==> config.mk <==
export PLATFORM = sky130hd
export DESIGN_NAME = peaking_biquad_iir_filter
export DESIGN_NICKNAME = d
export VERILOG_FILES = /design/src/design/bqf_pkg.sv /design/src/design/bqf_sequencer.sv /design/src/design/bqf_datapath.sv /design/src/design/peaking_biquad_iir_filter.sv
export SDC_FILE = /design/constraint.sdc
export NUM_CORES = 2
export LEC_CHECK = 0
export BUFFER_PORTS_ARGS = -buffer_cell sky130_fd_sc_hd__buf_4
export CAP_MARGIN = 20
export CORE_MARGIN = 2
export CORE_UTILIZATION = 60
export DETAILED_ROUTE_END_ITERATION = 6
export GPL_TIMING_DRIVEN = 0
export PLACE_DENSITY = 0.78
export SYNTH_ARGS = -nofsm -noshare
export SYNTH_HDL_FRONTEND = slang
export SYNTH_SLANG_ARGS = --single-unit
==> constraint.sdc <==
create_clock -name clk -period 23.8 [get_ports clk]
set_input_delay 7.14 -clock clk [delete_from_list [all_inputs] [get_ports clk]]
set_output_delay 7.14 -clock clk [all_outputs]
set_load 0.01 [all_outputs]
==> src/design/bqf_pkg.sv <==
`timescale 1ns / 1ps

package bqf_pkg;

    localparam int SAMPLE_WIDTH    = 24;
    localparam int COEFF_FRAC_BITS = 24;
    localparam int COEFF_WIDTH     = 32;
    localparam int MID_WIDTH       = 32;
    localparam int CFG_INDEX_WIDTH = 3;
    localparam int STEP_WIDTH      = 4;

    // register indexes on the configuration port
    localparam logic [CFG_INDEX_WIDTH-1:0] REG_FF_GAIN_0 = 3'd0;
    localparam logic [CFG_INDEX_WIDTH-1:0] REG_FF_GAIN_1 = 3'd1;
    localparam logic [CFG_INDEX_WIDTH-1:0] REG_FF_GAIN_2 = 3'd2;
    localparam logic [CFG_INDEX_WIDTH-1:0] REG_OUT_SCALE = 3'd3;
    localparam logic [CFG_INDEX_WIDTH-1:0] REG_FB_GAIN_1 = 3'd4;
    localparam logic [CFG_INDEX_WIDTH-1:0] REG_FB_GAIN_2 = 3'd5;

    typedef logic [STEP_WIDTH-1:0] step_t;

    // wait conditions: COND_NEXT steps on; COND_IN and COND_OUT stay on the step until the condition holds, then jump
    typedef enum logic [1:0] {
        COND_NEXT,
        COND_IN,
        COND_OUT
    } cond_t;

    typedef enum logic [2:0] {
        COEF_FF0,
        COEF_FF1,
        COEF_FF2,
        COEF_FB1,
        COEF_FB2,
        COEF_SCALE
    } coef_sel_t;

    typedef enum logic [2:0] {
        OPB_X0,
        OPB_X1,
        OPB_X2,
        OPB_Y1,
        OPB_Y2,
        OPB_MID
    } opb_sel_t;

    typedef enum logic [1:0] {
        ACC_HOLD,
        ACC_LOAD,
        ACC_ADD
    } acc_op_t;

    typedef struct packed {
        cond_t     cond;
        step_t     jmp;
        coef_sel_t coef_sel;
        opb_sel_t  opb_sel;
        logic      mul_en;
        acc_op_t   acc_op;
        logic      x_load;
        logic      mid_load;
        logic      out_load;
    } ctrl_t;

    typedef struct packed {
        logic in_valid;
        logic out_free;
    } seq_flags_t;

    typedef struct packed {
        logic signed [COEFF_WIDTH-1:0] ff_gain_0;
        logic signed [COEFF_WIDTH-1:0] ff_gain_1;
        logic signed [COEFF_WIDTH-1:0] ff_gain_2;
        logic signed [COEFF_WIDTH-1:0] out_scale;
        logic signed [COEFF_WIDTH-1:0] fb_gain_1;
        logic signed [COEFF_WIDTH-1:0] fb_gain_2;
    } coeffs_t;

    // microcode: one control word per step
    function automatic ctrl_t ucode(step_t step);
        ctrl_t w;
        w = '{COND_NEXT, step_t'(0), COEF_FF0, OPB_X0, 1'b0, ACC_HOLD, 1'b0, 1'b0, 1'b0};
        case (step)
            step_t'(0):
            begin
                w.cond   = COND_IN;
                w.jmp    = step_t'(1);
                w.x_load = 1'b1;
            end
            step_t'(1):
            begin
                w.coef_sel = COEF_FF0;
                w.opb_sel  = OPB_X0;
                w.mul_en   = 1'b1;
            end
            step_t'(2):
            begin
                w.coef_sel = COEF_FF1;
                w.opb_sel  = OPB_X1;
                w.mul_en   = 1'b1;
                w.acc_op   = ACC_LOAD;
            end
            step_t'(3):
            begin
                w.coef_sel = COEF_FF2;
                w.opb_sel  = OPB_X2;
                w.mul_en   = 1'b1;
                w.acc_op   = ACC_ADD;
            end
            step_t'(4):
            begin
                w.coef_sel = COEF_FB1;
                w.opb_sel  = OPB_Y1;
                w.mul_en   = 1'b1;
                w.acc_op   = ACC_ADD;
            end
            step_t'(5):
            begin
                w.coef_sel = COEF_FB2;
                w.opb_sel  = OPB_Y2;
                w.mul_en   = 1'b1;
                w.acc_op   = ACC_ADD;
            end
            step_t'(6):
            begin
                w.acc_op = ACC_ADD;
            end
            step_t'(7):
            begin
                w.mid_load = 1'b1;
            end
            step_t'(8):
            begin
                w.coef_sel = COEF_SCALE;
                w.opb_sel  = OPB_MID;
                w.mul_en   = 1'b1;
            end
            step_t'(9):
            begin
                w.acc_op = ACC_LOAD;
            end
            step_t'(10):
            begin
                w.cond     = COND_OUT;
                w.jmp      = step_t'(0);
                w.out_load = 1'b1;
            end
            default:
            begin
                w.cond = COND_NEXT;
            end
        endcase
        return w;
    endfunction

endpackage

==> src/design/bqf_sequencer.sv <==
`timescale 1ns / 1ps

module bqf_sequencer (
    input  logic               clk,
    input  logic               rst_n,
    input  bqf_pkg::seq_flags_t flags,
    output bqf_pkg::ctrl_t     ctrl
);

    bqf_pkg::step_t step_reg;
    bqf_pkg::step_t step_next;

    always_comb
    begin
        ctrl = bqf_pkg::ucode(step_reg);
    end

    always_comb
    begin
        unique case (ctrl.cond)
            bqf_pkg::COND_NEXT: step_next = step_reg + bqf_pkg::step_t'(1);
            bqf_pkg::COND_IN:   step_next = flags.in_valid ? ctrl.jmp : step_reg;
            bqf_pkg::COND_OUT:  step_next = flags.out_free ? ctrl.jmp : step_reg;
            default:            step_next = step_reg;
        endcase
    end

    always_ff @(posedge clk or negedge rst_n)
    begin
        if (!rst_n)
        begin
            step_reg <= '0;
        end
        else
        begin
            step_reg <= step_next;
        end
    end

endmodule

==> src/design/bqf_datapath.sv <==
`timescale 1ns / 1ps

module bqf_datapath #(
    parameter int SAMPLE_WIDTH    = bqf_pkg::SAMPLE_WIDTH,
    parameter int COEFF_FRAC_BITS = bqf_pkg::COEFF_FRAC_BITS
) (
    input  logic                           clk,
    input  logic                           rst_n,
    input  bqf_pkg::ctrl_t                 ctrl,
    input  logic                           commit,
    input  bqf_pkg::coeffs_t               coeffs,
    input  logic signed [SAMPLE_WIDTH-1:0] sample_in,
    output logic signed [SAMPLE_WIDTH-1:0] y_out
);

    localparam int CW = bqf_pkg::COEFF_WIDTH;
    localparam int MW = bqf_pkg::MID_WIDTH;
    localparam int PW = 2 * CW;
    localparam int AW = PW + 2;

    localparam logic signed [AW-1:0] RND_HALF = AW'(1) <<< (COEFF_FRAC_BITS - 1);
    localparam logic signed [AW-1:0] MID_MAX  = (AW'(1) <<< (MW - 1)) - AW'(1);
    localparam logic signed [AW-1:0] MID_MIN  = -MID_MAX - AW'(1);
    localparam logic signed [AW-1:0] OUT_MAX  = (AW'(1) <<< (SAMPLE_WIDTH - 1)) - AW'(1);
    localparam logic signed [AW-1:0] OUT_MIN  = -OUT_MAX - AW'(1);

    logic signed [SAMPLE_WIDTH-1:0] x0_reg;
    logic signed [SAMPLE_WIDTH-1:0] x1_reg;
    logic signed [SAMPLE_WIDTH-1:0] x2_reg;
    logic signed [SAMPLE_WIDTH-1:0] y1_reg;
    logic signed [SAMPLE_WIDTH-1:0] y2_reg;
    logic signed [SAMPLE_WIDTH-1:0] y_reg;
    logic signed [SAMPLE_WIDTH-1:0] y_next;
    logic signed [MW-1:0]           mid_reg;
    logic signed [MW-1:0]           mid_next;
    logic signed [PW-1:0]           prod_reg;
    logic signed [AW-1:0]           acc_reg;
    logic signed [AW-1:0]           acc_next;
    logic signed [AW-1:0]           acc_shift;
    logic signed [CW-1:0]           a_op;
    logic signed [CW-1:0]           b_op;

    always_comb
    begin
        case (ctrl.coef_sel)
            bqf_pkg::COEF_FF0: a_op = coeffs.ff_gain_0;
            bqf_pkg::COEF_FF1: a_op = coeffs.ff_gain_1;
            bqf_pkg::COEF_FF2: a_op = coeffs.ff_gain_2;
            bqf_pkg::COEF_FB1: a_op = coeffs.fb_gain_1;
            bqf_pkg::COEF_FB2: a_op = coeffs.fb_gain_2;
            default:           a_op = coeffs.out_scale;
        endcase
    end

    always_comb
    begin
        case (ctrl.opb_sel)
            bqf_pkg::OPB_X0: b_op = CW'(x0_reg);
            bqf_pkg::OPB_X1: b_op = CW'(x1_reg);
            bqf_pkg::OPB_X2: b_op = CW'(x2_reg);
            bqf_pkg::OPB_Y1: b_op = CW'(y1_reg);
            bqf_pkg::OPB_Y2: b_op = CW'(y2_reg);
            default:         b_op = CW'(mid_reg);
        endcase
    end

    // the round half is folded into the first add of each sum
    always_comb
    begin
        case (ctrl.acc_op)
            bqf_pkg::ACC_LOAD: acc_next = AW'(prod_reg) + RND_HALF;
            bqf_pkg::ACC_ADD:  acc_next = acc_reg + AW'(prod_reg);
            default:           acc_next = acc_reg;
        endcase
    end

    assign acc_shift = acc_reg >>> COEFF_FRAC_BITS;

    always_comb
    begin
        if (acc_shift > MID_MAX)
        begin
            mid_next = MW'(MID_MAX);
        end
        else if (acc_shift < MID_MIN)
        begin
            mid_next = MW'(MID_MIN);
        end
        else
        begin
            mid_next = MW'(acc_shift);
        end
    end

    always_comb
    begin
        if (acc_shift > OUT_MAX)
        begin
            y_next = SAMPLE_WIDTH'(OUT_MAX);
        end
        else if (acc_shift < OUT_MIN)
        begin
            y_next = SAMPLE_WIDTH'(OUT_MIN);
        end
        else
        begin
            y_next = SAMPLE_WIDTH'(acc_shift);
        end
    end

    always_ff @(posedge clk)
    begin
        if (ctrl.x_load)
        begin
            x0_reg <= sample_in;
        end
        if (ctrl.mul_en)
        begin
            prod_reg <= PW'(a_op) * PW'(b_op);
        end
        acc_reg <= acc_next;
        if (ctrl.mid_load)
        begin
            mid_reg <= mid_next;
        end
        if (commit)
        begin
            y_reg <= y_next;
        end
    end

    // filter history
    always_ff @(posedge clk or negedge rst_n)
    begin
        if (!rst_n)
        begin
            x1_reg <= '0;
            x2_reg <= '0;
            y1_reg <= '0;
            y2_reg <= '0;
        end
        else if (commit)
        begin
            x1_reg <= x0_reg;
            x2_reg <= x1_reg;
            y1_reg <= y_next;
            y2_reg <= y1_reg;
        end
    end

    assign y_out = y_reg;

endmodule

==> src/design/peaking_biquad_iir_filter.sv <==
`timescale 1ns / 1ps

// Direct form I biquad: y = sat(round(sat32(round(ff0*x0 + ff1*x1 + ff2*x2 + fb1*y1 + fb2*y2))
// * out_scale)), coefficients signed with COEFF_FRAC_BITS fraction bits. The user must load them over
// the write port only while the filter is idle; the block itself does not enforce this. One shared
// 32x32 multiplier with a registered product feeding a wide accumulator is stepped by an eleven-step
// microprogram; a new input sample is taken only once the previous result has been committed to the
// output, and a stalled result holds the last step until it is taken. History and coefficients take
// their reset values at once.
module peaking_biquad_iir_filter #(
    parameter int SAMPLE_WIDTH    = bqf_pkg::SAMPLE_WIDTH,
    parameter int COEFF_FRAC_BITS = bqf_pkg::COEFF_FRAC_BITS
) (
    input  logic                                  clk,
    input  logic                                  rst_n,
    input  logic                                  in_valid,
    output logic                                  in_stall,
    input  logic signed [SAMPLE_WIDTH-1:0]        sample_in,
    output logic                                  out_valid,
    input  logic                                  out_stall,
    output logic signed [SAMPLE_WIDTH-1:0]        sample_out,
    input  logic                                  cfg_we,
    input  logic [bqf_pkg::CFG_INDEX_WIDTH-1:0]   cfg_index,
    input  logic [bqf_pkg::COEFF_WIDTH-1:0]       cfg_data
);

    localparam int CW = bqf_pkg::COEFF_WIDTH;
    localparam logic signed [CW-1:0] COEF_ONE = CW'(1) <<< COEFF_FRAC_BITS;

    bqf_pkg::ctrl_t      ctrl;
    bqf_pkg::seq_flags_t flags;
    bqf_pkg::coeffs_t    coeffs_reg;
    logic                out_valid_reg;
    logic                out_valid_next;
    logic                out_free;
    logic                commit;

    assign out_free       = !out_valid_reg || !out_stall;
    assign commit         = ctrl.out_load && out_free;
    assign flags.in_valid = in_valid;
    assign flags.out_free = out_free;
    assign in_stall       = !ctrl.x_load;
    assign out_valid      = out_valid_reg;

    always_comb
    begin
        if (commit)
        begin
            out_valid_next = 1'b1;
        end
        else if (!out_stall)
        begin
            out_valid_next = 1'b0;
        end
        else
        begin
            out_valid_next = out_valid_reg;
        end
    end

    always_ff @(posedge clk or negedge rst_n)
    begin
        if (!rst_n)
        begin
            out_valid_reg <= 1'b0;
        end
        else
        begin
            out_valid_reg <= out_valid_next;
        end
    end

    always_ff @(posedge clk or negedge rst_n)
    begin
        if (!rst_n)
        begin
            coeffs_reg.ff_gain_0 <= COEF_ONE;
            coeffs_reg.ff_gain_1 <= '0;
            coeffs_reg.ff_gain_2 <= '0;
            coeffs_reg.out_scale <= COEF_ONE;
            coeffs_reg.fb_gain_1 <= '0;
            coeffs_reg.fb_gain_2 <= '0;
        end
        else if (cfg_we)
        begin
            unique case (cfg_index)
                bqf_pkg::REG_FF_GAIN_0: coeffs_reg.ff_gain_0 <= cfg_data;
                bqf_pkg::REG_FF_GAIN_1: coeffs_reg.ff_gain_1 <= cfg_data;
                bqf_pkg::REG_FF_GAIN_2: coeffs_reg.ff_gain_2 <= cfg_data;
                bqf_pkg::REG_OUT_SCALE: coeffs_reg.out_scale <= cfg_data;
                bqf_pkg::REG_FB_GAIN_1: coeffs_reg.fb_gain_1 <= cfg_data;
                bqf_pkg::REG_FB_GAIN_2: coeffs_reg.fb_gain_2 <= cfg_data;
                default:
                begin
                    // unmapped index, write dropped
                end
            endcase
        end
    end

    bqf_sequencer u_sequencer (
        .clk   (clk),
        .rst_n (rst_n),
        .flags (flags),
        .ctrl  (ctrl)
    );

    bqf_datapath #(
        .SAMPLE_WIDTH    (SAMPLE_WIDTH),
        .COEFF_FRAC_BITS (COEFF_FRAC_BITS)
    ) u_datapath (
        .clk       (clk),
        .rst_n     (rst_n),
        .ctrl      (ctrl),
        .commit    (commit),
        .coeffs    (coeffs_reg),
        .sample_in (sample_in),
        .y_out     (sample_out)
    );

endmodule
==> summary.txt <==
Status
  • Outcome: complete, no violations

Clock tree
  • CTS tree: built
  • TritonCTS Buffers: 54
  • CTS clk-pin slew, worst paths: approximately 0.060 ns
  • Clock Latency Late Sink: ~0.68 ns
  • H-Tree Depth: 2
  • CTS Hold Bufs: 0
  • Root buffer cell: clkbuf_16
  • Post-CTS resize count: 0
  • Clock buffer depth: 3
  • Post-CTS Setup Inserts: 0
  • Clk sinks: just over 500

Critical path
  • CP max FO: 10
  • Crit-path most repeated cell: fa_1
  • CP Capture Type: flip-flop
  • WP data required: around 24 ns
  • Slowest Stage Delay on Critical Path: 0.92 ns
  • CP max stage cell: clkbuf_1
  • Worst Path Arrival: around 14 ns
  • CP startpoint kind: flip-flop
  • Reg2Reg Depth: 31
  • Worst setup path category: flip-flop to flip-flop

Die
  • Io pins: 90
  • Die area: a little over 100000 sq um
  • Core Area: between 90000 and 100000 sq um
  • Chip width: 320.5 microns
  • Row count: ~120
  • Die Y-Extent: 320.5 microns
  • Initial core utilization: 0.6029

Timing
  • Final-report setup violation count: 0
  • Unrepaired setup endpoints after global routing: no
  • Max_slew headroom: 0.1024
  • Clock Skews: 0.07903 ns
  • Fin. Hold Viols: 0
  • Final setup TNS: 0 ns
  • Worst slew pin tran: 1.346 ns
  • Tmin final: 13.22 ns
  • Top achievable clock speed: roughly 76 MHz
  • Period utilization: 0.5555
  • Slew Limit Fails: 0

Yosys
  • Mapped Cells: between 6k and 7k
  • Synthesized Nets: ~7.6k
  • Largest family of logic cells by synthesized area: adder cells
  • Compound-Gate Fraction of Synth Area: 0.07852
  • Synth Area in XOR/XNOR: 0.02491
  • Mapped Area: 60120 sq um
  • Synthesis Warnings: 0
  • Share of the synthesized area in the top cell type: 0.3610
  • Simple-gate area share of the yosys netlist: 0.1320
  • Sequential share of the synthesized area: 0.2269
  • Unique masters post-synth: between 80 and 90
  • Ys flop type: dfrtp_1
  • Post-Syn Area per Cell: between 9 and 10 sq um
  • Synth async-reset ratio: 0.5825
  • Post-synthesis adder-cell area fraction: 0.4142
  • Synth area leaders: fa_1 (36%), dfrtp_1 (12%), edfxtp_1 (10%)
  • Number of flops mapped to enable cells by yosys: between 200 and 250
  • Yosys reg bits: 503
  • Top cell type by total area after synthesis: fa_1
  • Post-synthesis mux area share: 0.04085

Finish
  • Nets: around 7.8k
  • Number of flip-flops in the largest register: ~190
  • P&R area growth vs syn: 8.060%
  • Fraction of layout cells with a size suffix above 1: 0.07719

Drt
  • Post-Route WL: ~230000 microns
  • Residual DRC: 0
  • Pre-Repair DR Iteration Count: 7
  • ANT nets after route: 0
  • Routed via count: between 40k and 50k
  • Per-cell routed wire length: 29.59 microns
  • DRT iter0 DRCs: approximately 5.9k
  • Vias/cell: between 6 and 7

Min path
  • Worst min path class: flip-flop to flip-flop
  • Hold Crit Depth: 2

Global route
  • Initial antenna violation count: 12
  • Vias in the first global route: 50.34k
  • Largest net degree at the start of global routing: 120
  • GRT Residual Overflow: 0
  • GRT Total Usage: 0.4548
  • First-pass GRT wire length: around 330000 microns

Placement
  • PortBufs: 88
  • Final Wtd Congestion: between 1 and 1.5
  • Detailed placement HPWL: roughly 180000 microns

Run
  • Max-cap viol count: 0
## through the flow
| stage | cell area, sq um | std cells | setup slack [ns] | hold slack, ns | util |
|---|---|---|---|---|---|
| floorplan | 60120 | 6170 | 14.40 | 0.4406 | - |
| global placement | 62400 | 7556 | 10.81 | 0.4575 | 0.6259 |
| detailed placement | 63020 | 7601 | 10.80 | 0.4631 | 0.6320 |
| CTS | 64820 | 7701 | 10.72 | 0.4140 | 0.6501 |
| global route | 64950 | 7714 | 10.40 | 0.4692 | 0.6513 |
| finish | 64970 | 7722 | 10.58 | 0.4266 | 0.6515 |
## cells by family after synthesis
family / count (synthesis)
xor gates and xnor gates: 171
adders and majority gates: 1340
buffers and inverters: 1318
muxes: 219
and+or+nand+nor: 1916
DFF: 503
AOI/OAI and AO/OA: 703
## cells in the mapped netlist (55+ instances only)
master and instances:
xor2_1 59, o21a_1 65, mux2_2 211, inv_1 988, edfxtp_1 210, a21o_1 106, clkbuf_1 285, nand2_1 1020
nand4_1 93, xnor2_1 112, o21ai_0 107, a21oi_1 156, o21ai_1 55, a222oi_1 56, nor2_1 600, ha_1 256
fa_1 1084, dfrtp_1 291
## cell usage in the layout, fill, tap and decap left out, types with 54 or more instances in the layout
| cell | netlist | layout |
|---|---|---|
| a21o_1 | 106 | 106 |
| a21oi_1 | 156 | 156 |
| a222oi_1 | 56 | 56 |
| buf_4 | 1 | 109 |
| clkbuf_1 | 285 | 297 |
| clkbuf_16 | 0 | 54 |
| dfrtp_1 | 291 | 291 |
| edfxtp_1 | 210 | 210 |
| fa_1 | 1084 | 1083 |
| ha_1 | 256 | 256 |
| inv_1 | 988 | 987 |
| mux2_2 | 211 | 211 |
| nand2_1 | 1020 | 1020 |
| nand4_1 | 93 | 93 |
| nor2_1 | 600 | 600 |
| o21a_1 | 65 | 65 |
| o21ai_0 | 107 | 101 |
| o21ai_1 | 55 | 57 |
| xnor2_1 | 112 | 112 |
| xor2_1 | 59 | 59 |
## layer usage
metal / wire (microns) / track usage
met5: 17 / 0
met4: 20970 / 0.3298
met3: 29660 / 0.1571
met2: 97930 / 0.6723
met1: 79900 / 0.5567
## path summary, 6_finish.rpt
path / startpoint / endpoint / slack [ns]
worst max-delay path: u_sequencer.step_reg[1] / u_datapath.prod_reg[62] / 10.58
worst min-delay path: u_datapath.x0_reg[5] / u_datapath.x1_reg[5] / 0.43
min in group asynchronous: rst_n / u_datapath.x2_reg[11] / 6.45
worst min register to register: u_datapath.x0_reg[5] / u_datapath.x1_reg[5] / 0.43
max in group asynchronous: rst_n / coeffs_reg[158] / 15.78
worst max register to register: u_sequencer.step_reg[1] / u_datapath.prod_reg[62] / 10.58
## worst max-delay path, delay by kind of cell, from the launching register on
family / cells / cell delay (ns)
DFF: 1 / 0.40
and+or+nand+nor: 5 / 1.09
adders and majority gates: 10 / 5.04
xor gates and xnor gates: 1 / 0.08
buffers and inverters: 7 / 3.31
AOI/OAI and AO/OA: 8 / 3.01
## layout make-up
| cell class | count | area (sq um) |
|---|---|---|
| Clock buffer | 78 | 1551 |
| Inverter | 991 | 3722 |
| Multi-Input combinational cell | 4349 | 41550 |
| Clock inverter | 22 | 249.0 |
| Sequential cell | 503 | 13640 |
| Buffer | 327 | 1247 |
| Timing Repair Buffer | 143 | 1354 |
| Tap cell | 1298 | 1624 |
| Antenna cell | 11 | 27.53 |
| Fill cell | 8161 | 34740 |
Power is left out: the tool's default activity adds up to more than one toggle a clock period on the data nets, which glitch-free logic cannot reach.
